--- config.mk ---
export PLATFORM = sky130hd
export DESIGN_NAME = magic_word_length_deframer
export DESIGN_NICKNAME = d
export VERILOG_FILES = /design/src/hw/rtl/mwld_pkg.sv /design/src/hw/rtl/mwld_front.sv /design/src/hw/rtl/mwld_fifo.sv /design/src/hw/rtl/mwld_back.sv /design/src/hw/rtl/magic_word_length_deframer.sv
export VERILOG_INCLUDE_DIRS = /design/src /design/src/hw/rtl
export SDC_FILE = /design/constraint.sdc
export NUM_CORES = 1
export LEC_CHECK = 0
export BUFFER_PORTS_ARGS = -buffer_cell sky130_fd_sc_hd__buf_2
export CAP_MARGIN = 5
export CORE_UTILIZATION = 35
export DETAILED_ROUTE_END_ITERATION = 8
export GPL_TIMING_DRIVEN = 0
export HOLD_SLACK_MARGIN = 0.08
export PLACE_DENSITY = 0.51
export SETUP_SLACK_MARGIN = 0.2
export SLEW_MARGIN = 20
export SYNTH_ARGS = -nofsm -noshare
export SYNTH_HDL_FRONTEND = slang
export SYNTH_SLANG_ARGS = --single-unit
--- constraint.sdc ---
create_clock -name clock -period 11.67 [get_ports clock]
set_input_delay 1.7505 -clock clock [delete_from_list [all_inputs] [get_ports clock]]
set_output_delay 1.7505 -clock clock [all_outputs]
set_load 0.01 [all_outputs]
--- src/hw/rtl/magic_word_length_deframer_macros.svh ---
// Assertion macros used by the deframer top level.
`ifndef MAGIC_WORD_LENGTH_DEFRAMER_MACROS_SVH
`define MAGIC_WORD_LENGTH_DEFRAMER_MACROS_SVH

// Same-cycle implication, disabled during reset.
`define MWLD_ASSERT_IMPL(label, clk, rst, ante, cons) \
   label: assert property (@(posedge clk) disable iff (rst) (ante) |-> (cons)) \
      else $error("deframer assertion failed");

// Next-cycle implication, disabled during reset.
`define MWLD_ASSERT_NEXT(label, clk, rst, ante, cons) \
   label: assert property (@(posedge clk) disable iff (rst) (ante) |=> (cons)) \
      else $error("deframer assertion failed");

`endif

--- src/hw/rtl/mwld_pkg.sv ---
// Shared types and constants for the magic word length deframer.
package mwld_pkg;

   localparam logic [31:0] MAX_PAYLOAD_RESET = 32'd65535;
   localparam int          QUEUE_DEPTH       = 4;

   localparam logic [1:0] KIND_PAYLOAD   = 2'd0;
   localparam logic [1:0] KIND_EMPTY     = 2'd1;
   localparam logic [1:0] KIND_BAD_START = 2'd2;
   localparam logic [1:0] KIND_TOO_LONG  = 2'd3;

   typedef struct packed {
      logic [1:0]  kind;
      logic [7:0]  data;
      logic        first;
      logic        last;
      logic [31:0] msg_length;
   } entry_type;

endpackage

--- src/hw/rtl/mwld_front.sv ---
// Front end: header collection, header checks and payload byte tagging.
module mwld_front (
   input  logic                 clock,
   input  logic                 reset,
   input  logic                 csr_write,
   input  logic [31:0]          csr_wdata,
   input  logic                 byte_accept,
   input  logic [7:0]           rx_byte,
   output logic                 push,
   output mwld_pkg::entry_type  entry
);

   localparam logic [31:0] MAGIC_WORD = 32'h4D41_5852;
   localparam logic [2:0]  LAST_HDR   = 3'd7;

   localparam logic [1:0] PHASE_HEADER  = 2'd0;
   localparam logic [1:0] PHASE_PAYLOAD = 2'd1;
   localparam logic [1:0] PHASE_DEAD    = 2'd2;

   logic [1:0]  phase_ff, phase_in;
   logic [2:0]  count_ff, count_in;
   logic [55:0] hdr_ff, hdr_in;
   logic [31:0] len_ff, len_in;
   logic [31:0] remaining_ff, remaining_in;
   logic        first_ff, first_in;
   logic [31:0] max_payload_ff, max_payload_in;

   always_comb begin
      logic [31:0] word;
      logic [31:0] hdr_len;
      logic        is_last;
      phase_in       = phase_ff;
      count_in       = count_ff;
      hdr_in         = hdr_ff;
      len_in         = len_ff;
      remaining_in   = remaining_ff;
      first_in       = first_ff;
      max_payload_in = csr_write ? csr_wdata : max_payload_ff;
      push           = 1'b0;
      entry          = '0;
      word           = hdr_ff[31:0];
      hdr_len        = {rx_byte, hdr_ff[55:32]};
      is_last        = (remaining_ff <= 32'd1);
      if (byte_accept) begin
         case (phase_ff)
            PHASE_HEADER: begin
               if (count_ff != LAST_HDR) begin
                  hdr_in[8*count_ff +: 8] = rx_byte;
                  count_in = count_ff + 3'd1;
               end else begin
                  count_in         = '0;
                  entry.msg_length = hdr_len;
                  entry.last       = 1'b1;
                  if (word != MAGIC_WORD) begin
                     push       = 1'b1;
                     entry.kind = mwld_pkg::KIND_BAD_START;
                     phase_in   = PHASE_DEAD;
                  end else if (hdr_len > max_payload_ff) begin
                     push       = 1'b1;
                     entry.kind = mwld_pkg::KIND_TOO_LONG;
                     phase_in   = PHASE_DEAD;
                  end else if (hdr_len == 32'd0) begin
                     push        = 1'b1;
                     entry.kind  = mwld_pkg::KIND_EMPTY;
                     entry.first = 1'b1;
                  end else begin
                     remaining_in = hdr_len;
                     len_in       = hdr_len;
                     first_in     = 1'b1;
                     phase_in     = PHASE_PAYLOAD;
                  end
               end
            end
            PHASE_PAYLOAD: begin
               push             = 1'b1;
               entry.kind       = mwld_pkg::KIND_PAYLOAD;
               entry.data       = rx_byte;
               entry.first      = first_ff;
               entry.last       = is_last;
               entry.msg_length = len_ff;
               first_in         = 1'b0;
               if (is_last) begin
                  remaining_in = '0;
                  count_in     = '0;
                  phase_in     = PHASE_HEADER;
               end else begin
                  remaining_in = remaining_ff - 32'd1;
               end
            end
            default: begin
               // dead (and the unused code): drop the byte
            end
         endcase
      end
   end

   always_ff @(posedge clock) begin
      if (reset) begin
         phase_ff       <= PHASE_HEADER;
         count_ff       <= '0;
         remaining_ff   <= '0;
         first_ff       <= 1'b0;
         max_payload_ff <= mwld_pkg::MAX_PAYLOAD_RESET;
      end else begin
         phase_ff       <= phase_in;
         count_ff       <= count_in;
         remaining_ff   <= remaining_in;
         first_ff       <= first_in;
         max_payload_ff <= max_payload_in;
      end
   end

   always_ff @(posedge clock) begin
      hdr_ff <= hdr_in;
      len_ff <= len_in;
   end

endmodule

--- src/hw/rtl/mwld_fifo.sv ---
// Small register queue between the front end and the output stage.
module mwld_fifo #(
   parameter int DEPTH = mwld_pkg::QUEUE_DEPTH
) (
   input  logic                 clock,
   input  logic                 reset,
   input  logic                 push,
   input  mwld_pkg::entry_type  push_entry,
   input  logic                 pop,
   output mwld_pkg::entry_type  head,
   output logic                 empty,
   output logic                 full
);

   localparam int PW = (DEPTH > 1) ? $clog2(DEPTH) : 1;
   localparam int CW = $clog2(DEPTH + 1);
   localparam logic [PW-1:0] LAST_PTR = PW'(DEPTH - 1);
   localparam logic [CW-1:0] FULL_CNT = CW'(DEPTH);

   mwld_pkg::entry_type slot_ff [DEPTH];
   logic [PW-1:0] wr_ptr_ff, wr_ptr_in;
   logic [PW-1:0] rd_ptr_ff, rd_ptr_in;
   logic [CW-1:0] count_ff, count_in;

   assign empty = (count_ff == '0);
   assign full  = (count_ff == FULL_CNT);
   assign head  = slot_ff[rd_ptr_ff];

   always_comb begin
      wr_ptr_in = wr_ptr_ff;
      rd_ptr_in = rd_ptr_ff;
      count_in  = count_ff;
      if (push) begin
         wr_ptr_in = (wr_ptr_ff == LAST_PTR) ? '0 : wr_ptr_ff + PW'(1);
      end
      if (pop) begin
         rd_ptr_in = (rd_ptr_ff == LAST_PTR) ? '0 : rd_ptr_ff + PW'(1);
      end
      case ({push, pop})
         2'b10:   count_in = count_ff + CW'(1);
         2'b01:   count_in = count_ff - CW'(1);
         default: count_in = count_ff;
      endcase
   end

   always_ff @(posedge clock) begin
      if (reset) begin
         wr_ptr_ff <= '0;
         rd_ptr_ff <= '0;
         count_ff  <= '0;
      end else begin
         wr_ptr_ff <= wr_ptr_in;
         rd_ptr_ff <= rd_ptr_in;
         count_ff  <= count_in;
      end
   end

   always_ff @(posedge clock) begin
      if (push) begin
         slot_ff[wr_ptr_ff] <= push_entry;
      end
   end

endmodule

--- src/hw/rtl/mwld_back.sv ---
// Back end: output register that drains the queue onto the result stream.
module mwld_back (
   input  logic                 clock,
   input  logic                 reset,
   input  mwld_pkg::entry_type  head,
   input  logic                 empty,
   output logic                 pop,
   output logic                 rsp_tvalid,
   input  logic                 rsp_tready,
   output logic [39:0]          rsp_tdata,
   output logic [2:0]           rsp_tuser,
   output logic                 rsp_tlast
);

   logic                valid_ff, valid_in;
   mwld_pkg::entry_type out_ff, out_in;

   always_comb begin
      pop      = !empty && (!valid_ff || rsp_tready);
      valid_in = valid_ff;
      out_in   = out_ff;
      if (pop) begin
         valid_in = 1'b1;
         out_in   = head;
      end else if (rsp_tready) begin
         valid_in = 1'b0;
      end
   end

   always_ff @(posedge clock) begin
      if (reset) begin
         valid_ff <= 1'b0;
      end else begin
         valid_ff <= valid_in;
      end
   end

   always_ff @(posedge clock) begin
      out_ff <= out_in;
   end

   assign rsp_tvalid = valid_ff;
   assign rsp_tdata  = {out_ff.msg_length, out_ff.data};
   assign rsp_tuser  = {out_ff.first, out_ff.kind};
   assign rsp_tlast  = out_ff.last;

endmodule

--- src/hw/rtl/magic_word_length_deframer.sv ---
// Each result is a queue entry and leaves on rsp through the output register.
// Throughput: one byte per cycle; req_tready drops only when the result queue is full.
// Dropped bytes give no result; a header gives one only if empty, bad or too long.
// Reset (synchronous, active high) returns to header collection, clears the dead
// state and the queue, and sets max_payload to 65535. No clearing pass.
`include "magic_word_length_deframer_macros.svh"

module magic_word_length_deframer #(
   parameter int QUEUE_DEPTH = mwld_pkg::QUEUE_DEPTH
) (
   input  logic        clock,
   input  logic        reset,
   // configuration: max_payload
   input  logic        csr_valid,
   output logic        csr_ready,
   input  logic [31:0] csr_wdata,
   // request stream
   input  logic        req_tvalid,
   output logic        req_tready,
   input  logic [7:0]  req_tdata,   // [7:0] rx_byte
   // response stream
   output logic        rsp_tvalid,
   input  logic        rsp_tready,
   output logic [39:0] rsp_tdata,   // [7:0] data, [39:8] msg_length
   output logic [2:0]  rsp_tuser,   // [1:0] kind, [2] first
   output logic        rsp_tlast
);

   logic                q_push;
   logic                q_pop;
   logic                q_empty;
   logic                q_full;
   logic                byte_accept;
   mwld_pkg::entry_type q_entry;
   mwld_pkg::entry_type q_head;

   assign csr_ready   = 1'b1;
   assign req_tready  = !q_full;
   assign byte_accept = req_tvalid && req_tready;

   mwld_front u_front (
      .clock       (clock),
      .reset       (reset),
      .csr_write   (csr_valid),
      .csr_wdata   (csr_wdata),
      .byte_accept (byte_accept),
      .rx_byte     (req_tdata),
      .push        (q_push),
      .entry       (q_entry)
   );

   mwld_fifo #(
      .DEPTH (QUEUE_DEPTH)
   ) u_fifo (
      .clock      (clock),
      .reset      (reset),
      .push       (q_push),
      .push_entry (q_entry),
      .pop        (q_pop),
      .head       (q_head),
      .empty      (q_empty),
      .full       (q_full)
   );

   mwld_back u_back (
      .clock      (clock),
      .reset      (reset),
      .head       (q_head),
      .empty      (q_empty),
      .pop        (q_pop),
      .rsp_tvalid (rsp_tvalid),
      .rsp_tready (rsp_tready),
      .rsp_tdata  (rsp_tdata),
      .rsp_tuser  (rsp_tuser),
      .rsp_tlast  (rsp_tlast)
   );

   // a push never lands on a full queue
   `MWLD_ASSERT_IMPL(a_no_overflow, clock, reset, q_push, !q_full)
   // after an error entry the front end goes quiet
   `MWLD_ASSERT_NEXT(a_dead_after_error, clock, reset, q_push && q_entry.kind[1], !q_push)
   // every result that is not a payload byte closes its message
   `MWLD_ASSERT_IMPL(a_nonpayload_last, clock, reset,
      rsp_tvalid && (rsp_tuser[1:0] != mwld_pkg::KIND_PAYLOAD), rsp_tlast)

endmodule
# Word-level counts from Yosys, hierarchy flattened

Memories as Yosys holds them, arrays and structs flattened. A register that Yosys moved wholly into a read port is not among the register bits.
Cells that the tools add are included.

RAM bits: 176
Bits in registers: 166
Memories: 1
Output and inout bits: 47
Input bits: 45

Memory list:

| name           | words | bits a word | read ports | clocked after memory_dff | write ports | RTL line        | source |
|---|---|---|---|---|---|---|---|
| u_fifo.slot_ff | 4     | 44          | 1          | 1                        | 1           | mwld_fifo.sv:20 | `mwld_pkg::entry_type slot_ff [DEPTH];` |

Order comparisons: 2
Bitwise gates (word level): 4
Multiplexer cells: 45
Shifts and indexed selects: 2
$add $sub $neg: 7
Equal/unequal tests: 14
Reduce and logical (&&, ||, !) cells: 17

Operators by type and width:

| operator                                                                  | count |
|---|---|
| 32-bit two-way mux                                                        | 5 |
| 34-bit one-hot mux with 2 select lines                                    | 1 |
| 32-bit one-hot mux with 2 select lines                                    | 1 |
| 56-bit bitwise mux                                                        | 1 |
| 8-bit by 34-bit variable shift with 56-bit output, first input constant   | 1 |
| 8-bit by 34-bit indexed part select with 56-bit output                    | 1 |
| 44-bit two-way mux                                                        | 1 |
| 34-bit two-way mux                                                        | 1 |
| 6-bit negation with 34-bit output                                         | 1 |
| 32-bit > comparator                                                       | 1 |
| 32-bit by 1-bit <= comparator with 1-bit output, second input constant    | 1 |
| 32-bit zero test                                                          | 1 |
| 32-bit by 31-bit inequality test with 1-bit output, second input constant | 1 |
| 32-bit by 1-bit subtractor with 32-bit output, second input constant      | 1 |
| 2-bit two-way mux                                                         | 11 |
| 1-bit two-way mux                                                         | 16 |
| 3-bit one-hot mux with 2 select lines                                     | 2 |
| 6-bit AND reduction                                                       | 2 |
| 8-bit two-way mux                                                         | 1 |
| 2-bit inequality test, second input constant                              | 4 |
| 3-bit by 1-bit adder with 3-bit output, second input constant             | 2 |
| 2-bit equality test, second input constant                                | 3 |
| 3-bit two-way mux                                                         | 2 |
| 3-bit AND reduction                                                       | 2 |
| 17 further kinds                                                          | 28 |

# Longest topological paths before layout

Depth after elaboration: 9
Mapped depth: 14
Gate-level depth less buffers: 14

# Modules after synthesis

Synthesis repeated with hierarchy kept, for this count alone.

Cell total of the unflattened synthesis: 1150
Area, all modules: 16399.5 um^2

Modules (own cells, without submodules):

| module                     | cells an instance | area an instance (um^2) | times used | seq. area each (um^2) |
|---|---|---|---|---|
| mwld_front                 | 820               | 8145.3                  | 1          | 4043.9 |
| mwld_fifo                  | 278               | 6855.3                  | 1          | 5465.2 |
| mwld_back                  | 48                | 1377.6                  | 1          | 1341.3 |
| magic_word_length_deframer | 4                 | 21.3                    | 1          | 0.0 |

# Worst setup path after synthesis

No wires, ideal clock.

Kind: input -> register
From: input req_tdata[7]
To: register u_front.len_ff[0] (enable)
Stages: 6
Arrival: 6.110 ns
Slack: 5.055 ns
Required time: 11.165 ns
Cell sequence: ha_1 nand4_2 nor4_2 and4_1 a32oi_1 nor4_1

Longest elaborated chain between the ends: 3
Elaborated cells on any way between the ends: 5
Classes of those cells: order compare (1); bitwise (2); reduce/logical (2)

RTL lines:

| element                                                        | RTL line                           | source |
|---|---|---|
| start, declared                                                | magic_word_length_deframer.sv:20   | `input logic [7:0] req_tdata,` |
| 32-bit > comparator / 32-bit zero test (equally long branches) | mwld_front.sv:58, mwld_front.sv:62 |  |
| 1-bit inverter (no line)                                       | --                                 |  |
| 6-bit AND reduction (no line) (*)                              | --                                 |  |
| end signal, assigned                                           | mwld_front.sv:115                  | `len_ff <= len_in;` |
| end, declared                                                  | mwld_front.sv:23                   | `logic [31:0] len_ff, len_in;` |

Every way passes the cells marked *; elsewhere a longest branch is shown, timed or not.
A chain may end at the register's enable or synchronous reset.

# Final worst setup path

From: input req_tdata[7]
To: register u_fifo.count_ff[2]

Longest elaborated chain between the ends: 9
Elaborated cells on any way between the ends: 12
Classes of those cells: order compare (1); eq/ne (2); mux (7); reduce/logical (2)

RTL lines:

| element                                                                                      | RTL line         | source |
|---|---|---|
| parallel branches: the longest is 2 deep, another holds 32-bit > comparator                  | --               |  |
| 1-bit two-way mux (*)                                                                        | mwld_front.sv:58 | `end else if (hdr_len > max_payload_ff) begin` |
| 1-bit two-way mux (*)                                                                        | mwld_front.sv:54 | `if (word != MAGIC_WORD) begin` |
| 1-bit two-way mux (*)                                                                        | mwld_front.sv:47 | `if (count_ff != LAST_HDR) begin` |
| 1-bit one-hot mux with 2 select lines (*)                                                    | mwld_front.sv:45 | `case (phase_ff)` |
| 1-bit two-way mux (*)                                                                        | mwld_front.sv:44 | `if (byte_accept) begin` |
| 2-bit by 1-bit equality test with 1-bit output / 2-bit equality test (equally long branches) | mwld_fifo.sv:39  | `case ({push, pop})` |
| 3-bit one-hot mux with 2 select lines / 2-bit nonzero test (equally long branches)           | --               |  |
| end signal, assigned                                                                         | mwld_fifo.sv:54  | `count_ff <= count_in;` |
| end, declared                                                                                | mwld_fifo.sv:23  | `logic [CW-1:0] count_ff, count_in;` |

Mark *: on every way between the ends.

==> metrics.txt <==
antenna violations before repair 0; layout filler cell count 4338; vias per cell 5.24; # DRC 0; Yosys top cell area share 56.2%; Iter 0 DRT Violations 657; vias 10206; Seq/Total Area, Yosys 65.7%; Hold-fix buffers, CTS 0; CTS resizes 0; largest net degree at the start of global routing 45; Data required, critical path 12.15 ns; final wirelength 40800 um; Util after Layout 41.1%; critical-path cell list buf_2 > ha_1 > nand4_2 > nor4_2 > nand4_1 > a311oi_1 > nor4_1 > nor2_1 > inv_1 > ha_1 > fa_1 > xnor2_1 > or3_1 > a21oi_1; # placed instances 1872; predominant post-synthesis flop cell edfxtp_1; H-tree level count 2; RSZ-0062 raised after global routing no; Port Buffers 88; arrival time at the worst endpoint 6.13 ns; worst-margin pin slew 1.13 ns; CTS tree built; ant diodes 0; Syn Std Cell Area 16500 um2; Synth Register Bits 386; worst reg2reg setup slack 6.95 ns; number of synthesized flops with an enable pin 308; final-report max-slew violation count 0; Tot GR Track Use 17.4%; First-pass DRT Iterations 5; final hold violations 0; status completed; Syn Inst Count 1169; CP peak stage delay 0.97 ns; global placement routability congestion 0.856; crit path buf inv count 2; CP Capture Type flop; Die Y-Extent 219 um; Antenna Violating Nets Remaining 0; part of the cycle the worst path needs 48.4%; Crit Path Category primary input to flop; Worst Path Max Fanout 6; number of global-route vias before repair 10063; mux cell area share after synthesis 7.24%; Mapped Avg Cell Area 14.1 um2; XOR/XNOR Fraction of Synth Area 0.266%; gr ovfl total 0; layout cells sized above 1 17.1%; fin worst setup slack 6.02 ns; Compound-Gate Fraction of Synth Area 8.76%; Syn Nets 1262; synth unique cells 71; Starting Density 35.4%; peak supply drop 0.157 mV; synth top area cells edfxtp_1 56%, dfxtp_1 9.5%, mux4_2 6.0%; Synth Area in Simple Gates 11.5%; CTS root buf clkbuf_16; post-synthesis async set-or-reset flop share 0%; IO Pins 92; CTS Buffer Depth 3; # rows 79; Final Power 3.39 mW; class of the worst hold path flop to flop; Final Setup Violations 0; Clock Skew 0.0161 ns; crit path time final 5.65 ns; area delta synth->final 15.9%; setup bufs post-CTS 0; Power Dens Cells 178 nW/um2; CTS Buf Count 42; highest-delay cell along the critical path a311oi_1; Pleak 6.51 nW; Finished Layout Cells 1948; TNS Setup 0 ns; Worst setup SP type primary input; YS warnings 0; Num Clock Sinks 386; clk_lat worst skew 0.56 ns; Top delay family on crit path simple AND/OR/NAND/NOR gates; first-pass GRT wire length 62100 um; Die Width 219 um; core area 46500 um2; Final #Nets 1402; Synth Area in Adders 3.69%; Synth area leader edfxtp_1; Rel. slew slack 23.7%; main combinational cell family by area after synthesis simple AND/OR/NAND/NOR gates; Clock transition at path regs 0.06 ns; CP most frequent cell ha_1; post-place setup slack 5.42 ns; Fmax 177 MHz; DIE AREA 47900 um2; max_cap viols 0; hpwl dp 27800 um; DR WL/cell 20.9 um
==> placed cells by master, fill, tap and decap left out, types with 11 or more instances in the layout <==
cell type and instances:
inv_1 45, and2_1 72, a21oi_1 50, nor2_1 99
ha_1 47, o311ai_1 11, clkbuf_16 43, nand2_1 46
nand4_1 11, buf_2 98, a22oi_1 41, clkbuf_1 53
mux2i_1 20, o21ai_0 19, mux4_2 44, o211ai_1 18
o31ai_1 18, dfxtp_1 78, edfxtp_1 308, nor3_1 36
buf_1 16, nor4_1 15
==> state kept, by name (all words and copies together), names as in the netlist <==
register,flops
u_fifo.wr_ptr_ff,2
u_back.rsp_tuser,3
u_fifo.count_ff,3
u_back.rsp_tvalid,1
u_front.count_ff,3
u_front.first_ff,1
u_front.hdr_ff,56
u_back.rsp_tlast,1
u_front.phase_ff,2
u_front.remaining_ff,32
u_front.max_payload_ff,32
u_front.len_ff,32
u_fifo.slot_ff,176
u_back.rsp_tdata,40
u_fifo.rd_ptr_ff,2
==> worst paths after layout <==
kind                      startpoint                      end  depth (start not counted)
max                     req_tdata[7]       u_fifo.count_ff[2]                         14
min          u_front.remaining_ff[6]  u_front.remaining_ff[6]                          2
max reg2reg       u_front.hdr_ff[53]       u_fifo.count_ff[2]                         13
min reg2reg  u_front.remaining_ff[6]  u_front.remaining_ff[6]                          2
==> logic make-up (layout without fill, tap and decap cells) <==
group                      Yosys count  in the layout
other                                1              1
xor gates and xnor gates             5              5
DFF                                386            386
AOI/OAI and AO/OA                  205            205
adders and majority gates           48             48
and+or+nand+nor                    349            349
muxes                               64             64
buffers and inverters              111            283
==> per-stage QoR <==
stage / cell area (um2) / hold WS, ns
2_1_floorplan: 16500 / 0.449
3_3_place_gp: 17700 / 0.456
3_5_place_dp: 17800 / 0.480
4_1_cts: 19100 / 0.488
5_1_grt: 19100 / 0.514
6_report: 19100 / 0.488
==> per-layer routing <==
layer	global-route usage (%)	routed length, um	share of wire, %
met5	0	0	0
met4	5.65	1060	2.6
met3	3.20	1890	4.6
met2	27.8	19200	47
met1	23.8	18700	46
==> cell type report <==
cell class                      count  area [um2]  area share (%)
Clock inverter                     15         104           0.544
Sequential cell                   386       10800            56.7
Tap cell                          607         759            3.98
Buffer                             66         295            1.55
Clock buffer                       61        1170            6.15
Multi-Input combinational cell    672        5220            27.4
Inverter                           45         169           0.885
Timing Repair Buffer               96         548            2.87
==> Yosys cell counts, types with 4 or more instances <==
cell / number
a21oi_1: 51
o21ai_0: 19
a32oi_1: 5
nor3_1: 37
clkbuf_1: 38
and2_1: 76
xor2_1: 4
mux2i_1: 20
a32o_1: 8
nand4_1: 11
nor2b_1: 7
inv_1: 45
and4_1: 5
buf_1: 16
a211oi_1: 8
o31ai_1: 18
buf_2: 5
nor4_1: 16
nand3_1: 6
a22oi_1: 41
dfxtp_1: 78
nand2b_1: 5
nor2_1: 99
nand2_1: 46
buf_6: 4
edfxtp_1: 308
o311ai_1: 11
nor4b_1: 6
or3_1: 7
ha_1: 47
o211ai_1: 18
mux4_2: 44
==> report_power, final <==
part | internal [mW] | switching, mW
Combinational | 0.211 | 0.301
Sequential | 1.60 | 0.0324
Clock | 0.720 | 0.525
Total | 2.53 | 0.859
==> worst min-delay path: stages (launching register included) <==
cell and delay (ns):
dfxtp_1 0.32, nand2_1 0.06, o32ai_1 0.06
Note: power is estimated with default switching activity, not from simulation.
